--- config.mk ---
export PLATFORM = sky130hd
export DESIGN_NAME = console_controller_registers
export DESIGN_NICKNAME = d
export VERILOG_FILES = /design/src/hw/rtl/ccr_pkg.sv /design/src/hw/rtl/ccr_fifo.sv /design/src/hw/rtl/ccr_ctrl.sv /design/src/hw/rtl/console_controller_registers.sv
export VERILOG_INCLUDE_DIRS = /design/src /design/src/hw/rtl
export SDC_FILE = /design/constraint.sdc
export NUM_CORES = 1
export LEC_CHECK = 0
export ABC_AREA = 0
export BUFFER_PORTS_ARGS = -buffer_cell sky130_fd_sc_hd__buf_2
export CORE_UTILIZATION = 57
export CTS_CLUSTER_SIZE = 20
export DETAILED_ROUTE_END_ITERATION = 7
export PLACE_DENSITY = 0.76
export RECOVER_POWER = 50
export SLEW_MARGIN = 25
export SYNTH_ARGS = -nofsm -noshare
export SYNTH_HDL_FRONTEND = slang
export SYNTH_HIERARCHICAL = 1
export SYNTH_SLANG_ARGS = --single-unit
--- constraint.sdc ---
create_clock -name i_clk -period 5.8 [get_ports i_clk]
set_input_delay 0 -clock i_clk [delete_from_list [all_inputs] [get_ports i_clk]]
set_output_delay 0 -clock i_clk [all_outputs]
set_load 0.02 [all_outputs]
--- src/hw/rtl/console_controller_registers_assert.svh ---
// Assertion macros shared by the console controller RTL files.
`ifndef CONSOLE_CONTROLLER_REGISTERS_ASSERT_SVH
`define CONSOLE_CONTROLLER_REGISTERS_ASSERT_SVH

// Same-cycle implication, checked at every rising edge outside reset.
`define CCR_ASSERT_IMP(name, pre, post) \
    name: assert property (@(posedge i_clk) disable iff (!i_rst_n) (pre) |-> (post)) \
        else $error("same-cycle check failed");

// Next-cycle implication, checked at every rising edge outside reset.
`define CCR_ASSERT_NXT(name, pre, post) \
    name: assert property (@(posedge i_clk) disable iff (!i_rst_n) (pre) |=> (post)) \
        else $error("next-cycle check failed");

`endif

--- src/hw/rtl/ccr_pkg.sv ---
// Package of types and constants for the console controller registers.
package ccr_pkg;

    localparam int CCR_FIFO_DEPTH = 64;
    localparam int CMD_W          = 3;
    localparam int WORD_W         = 16;
    localparam int BYTE_W         = 8;
    localparam int OUT_W          = 32;

    typedef enum logic [CMD_W-1:0] {
        CMD_DATA_WR = 3'd0,
        CMD_CTRL_WR = 3'd1,
        CMD_DATA_RD = 3'd2,
        CMD_STAT_RD = 3'd3,
        CMD_LINE_RX = 3'd4,
        CMD_TX_PULL = 3'd5
    } t_cmd;

    // status word bits
    localparam logic [WORD_W-1:0] ST_EXISTS = 16'h8000;
    localparam logic [WORD_W-1:0] ST_BUSY   = 16'h0100;
    localparam logic [WORD_W-1:0] ST_NRDY   = 16'h0080;

    // command word class field (bits 15:14) and flag bit positions
    localparam logic [1:0] CLS_CTRL    = 2'b01;
    localparam logic [1:0] CLS_XFER    = 2'b10;
    localparam int         B_DI_BIT    = 13;
    localparam int         B_SI_BIT    = 12;
    localparam int         B_DIRRD_BIT = 11;
    localparam int         B_TERM_BIT  = 10;

    typedef struct packed {
        logic empty;
        logic full;
        logic one;
    } t_fifo_stat;

    // result of the decode stage, completed with memory read data in the following cycle
    typedef struct packed {
        logic [WORD_W-1:0] rv;
        logic [BYTE_W-1:0] txb;
        logic              sel_rx;
        logic              sel_tx;
        logic              si;
        logic              di;
        logic              txv;
        logic              acc;
        logic              ovf;
    } t_pre;

endpackage

--- src/hw/rtl/ccr_fifo.sv ---
// Byte FIFO built on a synchronous memory with a registered read port.
`include "console_controller_registers_assert.svh"
module ccr_fifo #(
    parameter int DEPTH = ccr_pkg::CCR_FIFO_DEPTH
) (
    input  logic                      i_clk,
    input  logic                      i_rst_n,
    input  logic                      i_push,
    input  logic                      i_pop,
    input  logic [ccr_pkg::BYTE_W-1:0] i_wdata,
    input  logic                      i_rd_en,
    output ccr_pkg::t_fifo_stat       o_stat,
    output logic [ccr_pkg::BYTE_W-1:0] o_rdata
);
    import ccr_pkg::*;

    localparam int PtrW = (DEPTH > 1) ? $clog2(DEPTH) : 1;
    localparam int CntW = $clog2(DEPTH + 1);

    logic [BYTE_W-1:0] mem [DEPTH];
    logic [PtrW-1:0]   r_head, n_head, r_tail, n_tail;
    logic [CntW-1:0]   r_count, n_count;
    logic [BYTE_W-1:0] r_rdata;
    logic              push_ok, pop_ok;

    assign o_stat.empty = (r_count == '0);
    assign o_stat.full  = (r_count == CntW'(DEPTH));
    assign o_stat.one   = (r_count == CntW'(1));
    assign push_ok      = i_push && !o_stat.full;
    assign pop_ok       = i_pop && !o_stat.empty;
    assign o_rdata      = r_rdata;

    always_comb begin
        n_head  = r_head;
        n_tail  = r_tail;
        n_count = r_count;
        if (push_ok) begin
            n_tail  = (r_tail == PtrW'(DEPTH - 1)) ? '0 : r_tail + 1'b1;
            n_count = n_count + 1'b1;
        end
        if (pop_ok) begin
            n_head  = (r_head == PtrW'(DEPTH - 1)) ? '0 : r_head + 1'b1;
            n_count = n_count - 1'b1;
        end
    end

    always_ff @(posedge i_clk) begin
        if (push_ok) begin
            mem[r_tail] <= i_wdata;
        end
        if (i_rd_en) begin
            r_rdata <= mem[r_head];
        end
    end

    always_ff @(posedge i_clk) begin
        if (!i_rst_n) begin
            r_head  <= '0;
            r_tail  <= '0;
            r_count <= '0;
        end else begin
            r_head  <= n_head;
            r_tail  <= n_tail;
            r_count <= n_count;
        end
    end

    `CCR_ASSERT_IMP(a_count_range, 1'b1, r_count <= CntW'(DEPTH))
    `CCR_ASSERT_NXT(a_full_drop, i_push && o_stat.full && !i_pop, $stable(r_count))
    `CCR_ASSERT_NXT(a_empty_pop, i_pop && o_stat.empty && !i_push, r_count == '0)

endmodule

--- src/hw/rtl/ccr_ctrl.sv ---
// Command decode, status and enable registers, FIFO push and pop control.
`include "console_controller_registers_assert.svh"
module ccr_ctrl (
    input  logic                       i_clk,
    input  logic                       i_rst_n,
    input  logic                       i_accept,
    input  logic [ccr_pkg::CMD_W-1:0]  i_cmd,
    input  logic [ccr_pkg::WORD_W-1:0] i_data_word,
    input  ccr_pkg::t_fifo_stat        i_rx_stat,
    input  ccr_pkg::t_fifo_stat        i_tx_stat,
    output logic                       o_rx_push,
    output logic                       o_rx_pop,
    output logic                       o_tx_push,
    output logic                       o_tx_pop,
    output ccr_pkg::t_pre              o_pre
);
    import ccr_pkg::*;

    logic r_busy, n_busy, r_nrdy, n_nrdy;
    logic r_si_en, n_si_en, r_di_en, n_di_en;
    logic r_rd, n_rd, r_wr, n_wr;
    logic new_si, new_di;
    logic [1:0] cls;

    assign cls    = i_data_word[WORD_W-1 -: 2];
    assign new_si = i_data_word[B_SI_BIT];
    assign new_di = i_data_word[B_DI_BIT];

    always_comb begin
        n_busy    = r_busy;
        n_nrdy    = r_nrdy;
        n_si_en   = r_si_en;
        n_di_en   = r_di_en;
        n_rd      = r_rd;
        n_wr      = r_wr;
        o_rx_push = 1'b0;
        o_rx_pop  = 1'b0;
        o_tx_push = 1'b0;
        o_tx_pop  = 1'b0;
        o_pre     = '0;
        if (i_accept) begin
            unique case (t_cmd'(i_cmd))
                CMD_DATA_WR: begin
                    o_tx_push = !i_tx_stat.full;
                    o_pre.ovf = i_tx_stat.full;
                    // transmit side is never empty after this word
                    if (r_wr) begin
                        n_nrdy = 1'b1;
                    end
                end
                CMD_CTRL_WR: begin
                    if (cls == CLS_CTRL) begin
                        if (i_data_word[B_TERM_BIT]) begin
                            n_rd     = 1'b0;
                            n_wr     = 1'b0;
                            n_nrdy   = 1'b1;
                            n_busy   = 1'b0;
                            o_pre.si = r_si_en;
                        end else begin
                            o_pre.si = r_si_en || new_si;
                            n_si_en  = new_si;
                            n_di_en  = new_di;
                        end
                    end else if (cls == CLS_XFER) begin
                        if (!i_data_word[B_DIRRD_BIT]) begin
                            o_pre.di = (r_di_en || new_di) && !r_wr;
                            n_rd     = 1'b0;
                            n_wr     = 1'b1;
                        end else begin
                            n_rd = 1'b1;
                            n_wr = 1'b0;
                        end
                        n_busy  = 1'b1;
                        n_si_en = new_si;
                        n_di_en = new_di;
                    end
                    if (n_rd) begin
                        n_nrdy = i_rx_stat.empty;
                    end
                    if (n_wr) begin
                        n_nrdy = i_tx_stat.full;
                    end
                end
                CMD_DATA_RD: begin
                    o_rx_pop     = !i_rx_stat.empty;
                    o_pre.sel_rx = !i_rx_stat.empty;
                    if (r_rd && (i_rx_stat.empty || i_rx_stat.one)) begin
                        n_nrdy = 1'b1;
                    end
                end
                CMD_STAT_RD: begin
                    if (r_rd) begin
                        n_nrdy = i_rx_stat.empty;
                    end
                    if (r_wr) begin
                        n_nrdy = !i_tx_stat.empty;
                    end
                    o_pre.rv = ST_EXISTS | (r_busy ? ST_BUSY : '0) | (n_nrdy ? ST_NRDY : '0);
                end
                CMD_LINE_RX: begin
                    if (r_rd && i_rx_stat.empty) begin
                        o_rx_push = !i_rx_stat.full;
                        o_pre.acc = !i_rx_stat.full;
                        n_nrdy    = 1'b0;
                        o_pre.di  = r_di_en;
                        o_pre.txv = 1'b1;
                        o_pre.txb = i_data_word[BYTE_W-1:0];
                    end
                end
                CMD_TX_PULL: begin
                    if (!i_tx_stat.empty) begin
                        o_tx_pop     = 1'b1;
                        o_pre.sel_tx = 1'b1;
                        o_pre.txv    = 1'b1;
                        if (i_tx_stat.one && r_wr) begin
                            n_nrdy   = 1'b0;
                            o_pre.di = r_di_en;
                        end
                    end else if (r_wr) begin
                        n_nrdy = 1'b0;
                    end
                end
                default: begin
                end
            endcase
        end
    end

    always_ff @(posedge i_clk) begin
        if (!i_rst_n) begin
            r_busy  <= 1'b0;
            r_nrdy  <= 1'b1;
            r_si_en <= 1'b0;
            r_di_en <= 1'b0;
            r_rd    <= 1'b0;
            r_wr    <= 1'b0;
        end else begin
            r_busy  <= n_busy;
            r_nrdy  <= n_nrdy;
            r_si_en <= n_si_en;
            r_di_en <= n_di_en;
            r_rd    <= n_rd;
            r_wr    <= n_wr;
        end
    end

    `CCR_ASSERT_IMP(a_dir_excl, 1'b1, !(r_rd && r_wr))

endmodule

--- src/hw/rtl/console_controller_registers.sv ---
// Top level of the console controller registers: stream ports, FIFOs and result pipeline.
//
//  channel | dir | handshake                     | payload
//  --------+-----+-------------------------------+------------------------------------------
//  s_axis  | in  | s_axis_tvalid / s_axis_tready | tdata: data_word[15:0]; tuser: cmd[2:0]
//  m_axis  | out | m_axis_tvalid / m_axis_tready | tdata: read_value, service_irq, data_irq,
//          |     |                               |   line_tx_valid, line_tx_byte,
//          |     |                               |   rx_accepted, overflow, zero pad
//
// One word is accepted per cycle unless m_axis back-pressure holds the read stage full;
// its result moves through the read stage, where the registered FIFO read data joins it, and then the output register.
// Status and enable registers update at the accept edge, so back-to-back words
// see each other's effects with no bubble. Reset (i_rst_n low, synchronous)
// holds s_axis_tready low, empties both FIFOs, restores status 0x8080 and drops
// all pending results. When m_axis stalls, one more word is taken into the read
// stage; then s_axis_tready drops until the output register is drained.
`include "console_controller_registers_assert.svh"
module console_controller_registers #(
    parameter int FIFO_DEPTH = ccr_pkg::CCR_FIFO_DEPTH
) (
    input  logic                       i_clk,
    input  logic                       i_rst_n,
    input  logic                       s_axis_tvalid,
    output logic                       s_axis_tready,
    input  logic [ccr_pkg::WORD_W-1:0] s_axis_tdata,  // [15:0] data_word
    input  logic [ccr_pkg::CMD_W-1:0]  s_axis_tuser,  // [2:0] cmd
    output logic                       m_axis_tvalid,
    input  logic                       m_axis_tready,
    // [15:0] read_value, [16] service_irq, [17] data_irq, [18] line_tx_valid,
    // [26:19] line_tx_byte, [27] rx_accepted, [28] overflow, [31:29] zero
    output logic [ccr_pkg::OUT_W-1:0]  m_axis_tdata
);
    import ccr_pkg::*;

    logic              accept, s2_move;
    logic              rx_push, rx_pop, tx_push, tx_pop;
    t_fifo_stat        rx_stat, tx_stat;
    logic [BYTE_W-1:0] rx_rdata, tx_rdata;
    t_pre              pre;
    t_pre              r_s2;
    logic              r_s2_valid;
    logic              r_out_valid;
    logic [OUT_W-1:0]  r_out, n_out;
    logic [WORD_W-1:0] rv_fin;
    logic [BYTE_W-1:0] txb_fin;

    // Take a word whenever the read stage is free or can move on; hold off in reset.
    assign s_axis_tready = i_rst_n && (!r_s2_valid || !r_out_valid || m_axis_tready);
    assign accept        = s_axis_tvalid && s_axis_tready;
    assign s2_move       = r_s2_valid && (!r_out_valid || m_axis_tready);

    ccr_ctrl u_ctrl (
        .i_clk       (i_clk),
        .i_rst_n     (i_rst_n),
        .i_accept    (accept),
        .i_cmd       (s_axis_tuser),
        .i_data_word (s_axis_tdata),
        .i_rx_stat   (rx_stat),
        .i_tx_stat   (tx_stat),
        .o_rx_push   (rx_push),
        .o_rx_pop    (rx_pop),
        .o_tx_push   (tx_push),
        .o_tx_pop    (tx_pop),
        .o_pre       (pre)
    );

    // The head entry is read on every accepted word; a pop picks it up in the read stage.
    ccr_fifo #(.DEPTH(FIFO_DEPTH)) u_rx_fifo (
        .i_clk   (i_clk),
        .i_rst_n (i_rst_n),
        .i_push  (rx_push),
        .i_pop   (rx_pop),
        .i_wdata (s_axis_tdata[BYTE_W-1:0]),
        .i_rd_en (accept),
        .o_stat  (rx_stat),
        .o_rdata (rx_rdata)
    );

    ccr_fifo #(.DEPTH(FIFO_DEPTH)) u_tx_fifo (
        .i_clk   (i_clk),
        .i_rst_n (i_rst_n),
        .i_push  (tx_push),
        .i_pop   (tx_pop),
        .i_wdata (s_axis_tdata[BYTE_W-1:0]),
        .i_rd_en (accept),
        .o_stat  (tx_stat),
        .o_rdata (tx_rdata)
    );

    // Merge popped bytes into the result.
    assign rv_fin  = r_s2.sel_rx ? {{(WORD_W-BYTE_W){1'b0}}, rx_rdata} : r_s2.rv;
    assign txb_fin = r_s2.sel_tx ? tx_rdata : r_s2.txb;
    assign n_out   = {3'b000, r_s2.ovf, r_s2.acc, txb_fin, r_s2.txv,
                      r_s2.di, r_s2.si, rv_fin};

    // Hold the read stage payload while stalled; load only on accept.
    always_ff @(posedge i_clk) begin
        if (accept) begin
            r_s2 <= pre;
        end
        if (s2_move) begin
            r_out <= n_out;
        end
    end

    always_ff @(posedge i_clk) begin
        if (!i_rst_n) begin
            r_s2_valid  <= 1'b0;
            r_out_valid <= 1'b0;
        end else begin
            if (accept) begin
                r_s2_valid <= 1'b1;
            end else if (s2_move) begin
                r_s2_valid <= 1'b0;
            end
            if (s2_move) begin
                r_out_valid <= 1'b1;
            end else if (m_axis_tready) begin
                r_out_valid <= 1'b0;
            end
        end
    end

    assign m_axis_tvalid = r_out_valid;
    assign m_axis_tdata  = r_out;

    `CCR_ASSERT_IMP(a_full_stall, r_s2_valid && r_out_valid && !m_axis_tready, !s_axis_tready)

endmodule

== Yosys cells after proc, flatten, opt, wreduce, memory -nomap -nowiden ==
Memory sizes are Yosys's and may differ from the RTL's. A register that Yosys moved wholly into a read port is not among the register bits.
Cells that the tools add are included.
Widths: inputs -> output; s select.

* Logic and storage cells: 172
* Memories kept: 2
* Register bits after elaboration: 106
* Output and inout port bits: 34
* Bits in writable memories: 1024

* Reductions and logical operators: 37
* Muxes and demuxes: 75
* Add/sub/neg operators: 8
* Eq/ne operators: 24
* Bitwise logic cells: 1

{| class="wikitable"
|+ Memories
! name !! depth !! bits a word !! read ports !! clocked after memory_dff !! wr ports !! line !! RTL
|-
| u_rx_fifo.mem || 64 || 8 || 1 || 1 || 1 || ccr_fifo.sv:20 || <nowiki>logic [BYTE_W-1:0] mem [DEPTH];</nowiki>
|-
| u_tx_fifo.mem || 64 || 8 || 1 || 1 || 1 || ccr_fifo.sv:20 ||
|}

{| class="wikitable"
|+ Operators with widths
! cell !! count
|-
| $mux 1 || 58
|-
| $mux 7 || 4
|-
| $add 6x1->6 const B || 4
|-
| $eq 6x6->1 const B || 4
|-
| $mux 6 || 4
|-
| $mux 8 || 3
|-
| $or 16x16->16 || 1
|-
| $add 7x1->7 const B || 2
|-
| $eq 7x1->1 const B || 2
|-
| $eq 7x7->1 const B || 2
|-
| $logic_not 7->1 || 2
|-
| $sub 7x1->7 const B || 2
|-
| $logic_and 1x1->1 || 11
|-
| $mux 9 || 1
|-
| $reduce_and 9->1 || 1
|-
| $reduce_and 4->1 || 2
|-
| $logic_not 1->1 || 7
|-
| $eq 3x2->1 const B || 2
|-
| $eq 3x3->1 const B || 2
|-
| $logic_or 1x1->1 || 6
|-
| $ne 2x1->1 const B || 3
|-
| $pmux 1 s6 || 1
|-
| $reduce_and 2->1 || 3
|-
| $reduce_bool 2->1 || 3
|-
| 14 further kinds || 15
|}

== Depth between registers and ports, before layout ==
* Depth in word-level cells: 10
* Mapped depth: 15

== By module ==
Netlist, hierarchy kept.

{| class="wikitable"
|+ Modules (own cells, without submodules)
! module !! cells an instance !! area each (µm²) !! instances
|-
| ccr_fifo (u_rx_fifo) || 1088 || 21301.7 || 1
|-
| ccr_fifo (u_tx_fifo) || 1166 || 21285.4 || 1
|-
| console_controller_registers || 101 || 2205.9 || 1
|-
| ccr_ctrl || 114 || 819.5 || 1
|}

== Worst setup path before layout ==
No wires, ideal clock.

* Path type: reg-to-reg
* From: reg r_out_valid, in the netlist m_axis_tvalid
* To: reg u_tx_fifo.r_count[6]
* Clock period less this slack: 6192 ps
* Slack: -392 ps
* Data arrival time: 6078 ps
* Stages on the path, launching flop included: 15
* Setup time: 115 ps
* Required time: 5685 ps
* Cell sequence: dfxtp_1 > nor2b_1 > a21oi_1 > nand2_1 > nor4_1 > o21a_1 > buf_1 > nor2_1 > a21oi_1 > ha_1 > o311ai_0 > nor4b_1 > nand3_1 > xnor2_1 > and2_1

* Longest elaborated chain between the ends: 10

{| class="wikitable"
|+ RTL lines
! item !! line !! RTL
|-
| start, declared || console_controller_registers.sv:42 || <nowiki>logic r_out_valid;</nowiki>
|-
| start signal, assigned || console_controller_registers.sv:109 || <nowiki>r_out_valid <= 1'b0;</nowiki>
|-
| start signal, assigned || console_controller_registers.sv:117 || <nowiki>r_out_valid <= 1'b1;</nowiki>
|-
| start signal, assigned || console_controller_registers.sv:119 || <nowiki>r_out_valid <= 1'b0;</nowiki>
|-
| $logic_not 1->1 * || console_controller_registers.sv:48 || <nowiki>assign s_axis_tready = i_rst_n && (!r_s2_valid || !r_out_valid || m_axis_tready);</nowiki>
|-
| $logic_or 1x1->1 * (2 in a row) || console_controller_registers.sv:48 ||
|-
| $logic_and 1x1->1 * || console_controller_registers.sv:48 ||
|-
| $logic_and 1x1->1 * || console_controller_registers.sv:49 || <nowiki>assign accept = s_axis_tvalid && s_axis_tready;</nowiki>
|-
| named net accept || console_controller_registers.sv:35 || <nowiki>logic accept, s2_move;</nowiki>
|-
| $mux 1 * || ccr_ctrl.sv:41 || <nowiki>if (i_accept) begin</nowiki>
|-
| named net tx_push || console_controller_registers.sv:36 || <nowiki>logic rx_push, rx_pop, tx_push, tx_pop;</nowiki>
|-
| $logic_and 1x1->1 * || ccr_fifo.sv:29 || <nowiki>assign push_ok = i_push && !o_stat.full;</nowiki>
|-
| $mux 7 * || ccr_fifo.sv:37 || <nowiki>if (push_ok) begin</nowiki>
|-
| $sub 7x1->7 || ccr_fifo.sv:43 || <nowiki>n_count = n_count - 1'b1;</nowiki>
|-
| $mux 7 * || ccr_fifo.sv:41 || <nowiki>if (pop_ok) begin</nowiki>
|-
| end signal, assigned || ccr_fifo.sv:64 || <nowiki>r_count <= n_count;</nowiki>
|-
| end, declared || ccr_fifo.sv:22 || <nowiki>logic [CntW-1:0] r_count, n_count;</nowiki>
|}

Mark *: on every way through the listed nets, which the timed path passes. The rest lies on a longest branch.
A chain may end at the register's enable or synchronous reset.

==> out/qor.yml <==
status:
  run_status: "complete, but fails checks"
  violations: "capacitance limit, slew limit"
drt:
  dr_pass1_iterations: 6
  route.detailed.vias_per_inst: 6.51
  initialDrtViolationCount: 2706
  wire_per_inst_um: 27.7
  drc: 0
  routed-via-count: 24200
  wl_um: 103000
  detail-route-antenna-nets: 0
floorplan:
  num_io_pins: 57
  placeableCoreArea_um2: 79100
  floorplan.rows: 103
  die_height_um: 285
  chipWidth_um: 285
  fp.dieArea_um2: 81200
  start_util_pct: 57.6
critical_path:
  path_class: "reg2reg"
  crit_top_cell: "sky130_fd_sc_hd__nor2_1"
  cpLargestDelayFamily: "simple AND/OR/NAND/NOR gates"
  setup.worst_path.start_class: "flip-flop"
  critPathBufInv: 1
  crit_path_top_delay_cell: "sky130_fd_sc_hd__nor2_1"
  timing.rr.start: "u_rx_fifo/r_count[2]"
  critical_path.cell_chain: "or4_4, nor2_1, nand2_1, nor4_2, buf_4, o21a_1, nand3_1, nor2_1"
  timing.critical_path.slowest_cell_delay_ps: 980
  reg2regPathDepth: 8
  crit_arrival_ps: 4970
  crit-reg2reg-capture: "u_rx_fifo/mem[61][7]"
  crit_start: "u_rx_fifo/r_count[2]"
  setup.worst_path.end_class: "flip-flop"
  timing.critical_path.required_ps: 6090
  rrSetupSlack_ps: 1120
  path_max_fanout: 12
grt:
  gr-max-usage-layer: "met2"
  first_global_vias: 24400
  grt_use_met2_pct: 40.0
  gr-total-overflow: 0
  grt_use_total_pct: 25.6
  pin_count_of_the_biggest_net_entering_global_routing: 106
  grt_first_pass_wirelength_um: 154000
  initial_antenna_violation_count: 2
  gr-usage-met3_pct: 5.32
  global_route.usage.met1_pct: 36.3
power:
  power.static_leakage_nw: 15.2
  power.share.clock_pct: 42.1
  power.density_cell_area_nw_per_um2: 319
  combinationalPowerShare_pct: 1.5
  swShare_pct: 19.5
  ir_drop_v: 0.000259
  power.internal_mw: 13.0
  p_switching_mw: 3.15
  power_frac_seq_pct: 56.5
synthesis:
  synth.most_common_cell: "sky130_fd_sc_hd__edfxtp_1"
  synth.cell_area_um2: 45600
  yosysSeqAreaShare_pct: 74.4
  synth_cells: 2469
  yosys_register_bits: 1146
  synth_warn: 6
  post-synth-top-area-fraction_pct: 72.4
  async_reset_ff_share_pct: 0
  syn_avg_cell_area_um2: 18.5
  synth_area_leader_cell: "sky130_fd_sc_hd__edfxtp_1"
  ys_top_cells_by_count: "1100 x sky130_fd_sc_hd__edfxtp_1, 194 x sky130_fd_sc_hd__mux4_2, 177 x sky130_fd_sc_hd__nor2_1"
  synth_area_leaders: "sky130_fd_sc_hd__edfxtp_1 72%, sky130_fd_sc_hd__mux4_2 9.6%, sky130_fd_sc_hd__mux2i_1 2.7%"
  synth_edf_count: 1100
  synth-main-ff-cell: "sky130_fd_sc_hd__edfxtp_1"
  post_synth_num_cell_types: 87
min_path:
  hp-class: "reg2reg"
  worst_hold_path.endpoint: "m_axis_tdata[17]"
  hold_path_depth: 0
  timing.hold.worst.start: "n_out[17]"
placed_design:
  place_area_um2: 46800
  detailedPlacementHpwl_um: 61300
  final_replace_weighted_congestion: 0.903
  port_buffers: 51
cts:
  worstSkewPairLatency_ps: 670
  clk_pin_slew_worst_paths_ps: 60
  htreeDepth: 3
  cts-buffers-inserted: 106
  cts_setup_buffers: 0
  clock_sink_count: 1146
  cts_hold_repair.buffers: 37
  clock_tree.buffer_depth: 3
  cts_tree: "built"
  cts-root-buf: "sky130_fd_sc_hd__clkbuf_16"
  postCtsResizedCells: 0
final_layout:
  fillerInstances: 5136
  synthToLayoutAreaGrowth_pct: 10.8
  nets: 2602
  drive_above_1_share_pct: 17.8
  finalInstanceArea_um2: 50500
  post_route_utilization_pct: 63.9
  seqCellArea_um2: 34000
  multi_input_logic_area_um2: 10900
sta:
  fmax_mhz: 213
  period_needed_ps: 4680
  report.final.slew_viol_count: 886
  hold_ws_ps: 423
  finalSetupViolCount: 0
  worstMarginPinSlew_ps: 3890
  final.period_utilization_pct: 80.8
  finClkSkew_ps: 26.5
  setup_tns_ps: 0
  relative_slew_slack_pct: -160
  final_hold_viol_count: 0
  rsz_0062_raised_after_global_routing: "no"
job:
  max-cap-violations: 14
sequential cells by signal, indices dropped and copies added, names as in the netlist, 5 cells and up:
name               flops
m_axis_tdata          29
n_out                  5
r_s2                  26
u_rx_fifo/mem        512
u_rx_fifo/o_rdata      8
u_rx_fifo/r_count      7
u_rx_fifo/r_head       6
u_rx_fifo/r_tail       6
u_tx_fifo/mem        512
u_tx_fifo/o_rdata      8
u_tx_fifo/r_count      7
u_tx_fifo/r_head       6
u_tx_fifo/r_tail       6
worst max path at each step:
stage	to	slack [ps]	cells past startpoint
floorplan	u_tx_fifo/r_count[6]	830	14
global placement	u_rx_fifo/mem[53][1]	1470	8
detailed placement	u_rx_fifo/mem[61][4]	1340	8
CTS	u_rx_fifo/mem[61][6]	1310	8
global route	u_tx_fifo/mem[8][7]	860	3
finish	u_rx_fifo/mem[61][7]	1120	8
through the flow:
| stage | cells | total power, mW | worst slack [ps] |
|---|---|---|---|
| final | 3709 | 16.1 | 1120 |
| after global routing | 3708 | 16.5 | 857 |
| after CTS | 3707 | 16.2 | 1310 |
| after detailed placement | 3471 | 9.50 | 1340 |
| after global placement | 3471 | 9.49 | 1470 |
| after floorplan | 2483 | 9.34 | 828 |
cell families (layout without fill, tap and decap cells):
logic type / count (synthesis) / count (layout) / synth area share [%]
flip-flops: 1146 / 1146 / 74.4
AND/OR/NAND/NOR: 489 / 489 / 5.35
multiplexers: 352 / 352 / 13.2
AO/OA/AOI/OAI: 266 / 266 / 4.20
buffers and inverters: 168 / 343 / 1.86
XOR/XNOR: 34 / 34 / 0.653
adder cells (fa/ha/maj): 12 / 12 / 0.329
other: 2 / 17 / 0.0165
final cells by class:
cell class | count | area share, %
timing repair buffer | 129 | 1.80
clock buffer | 129 | 5.54
tap | 1050 | 2.60
inverter | 15 | 0.111
antenna | 1 | 0.00495
clock inverter | 70 | 1.17
multi-input combinational | 1169 | 21.5
sequential | 1146 | 67.2
power by group through the flow:
stage	clock network (mW)	registers [mW]	logic, mW
final	6.78	9.10	0.235
after global routing	7.16	9.10	0.255
after CTS	6.86	9.09	0.244
after detailed placement	0	9.27	0.230
after global placement	0	9.27	0.219
after floorplan	0	9.28	0.0571
metal layers:
layer  vias up  routed length, µm
li1      10100                  -
met1     12400              39900
met3       239              11300
met2      1460              48200
met5         -                 12
met4         2               3240
cell usage in the layout (no fill, tap or decap), types with 29 or more instances in the layout:
master	instances
sky130_fd_sc_hd__clkbuf_16	108
sky130_fd_sc_hd__a211oi_1	35
sky130_fd_sc_hd__nor2b_1	42
sky130_fd_sc_hd__nand2_1	96
sky130_fd_sc_hd__dfxtp_1	39
sky130_fd_sc_hd__a22oi_1	33
sky130_fd_sc_hd__nand3_1	35
sky130_fd_sc_hd__clkbuf_1	60
sky130_fd_sc_hd__buf_4	29
sky130_fd_sc_hd__a21oi_1	50
sky130_fd_sc_hd__mux4_2	194
sky130_fd_sc_hd__dlygate4sd3_1	37
sky130_fd_sc_hd__clkinv_1	29
sky130_fd_sc_hd__edfxtp_1	1100
sky130_fd_sc_hd__mux2i_1	125
sky130_fd_sc_hd__nor2_1	176
No activity file was read; power rests on OpenSTA's default activity.
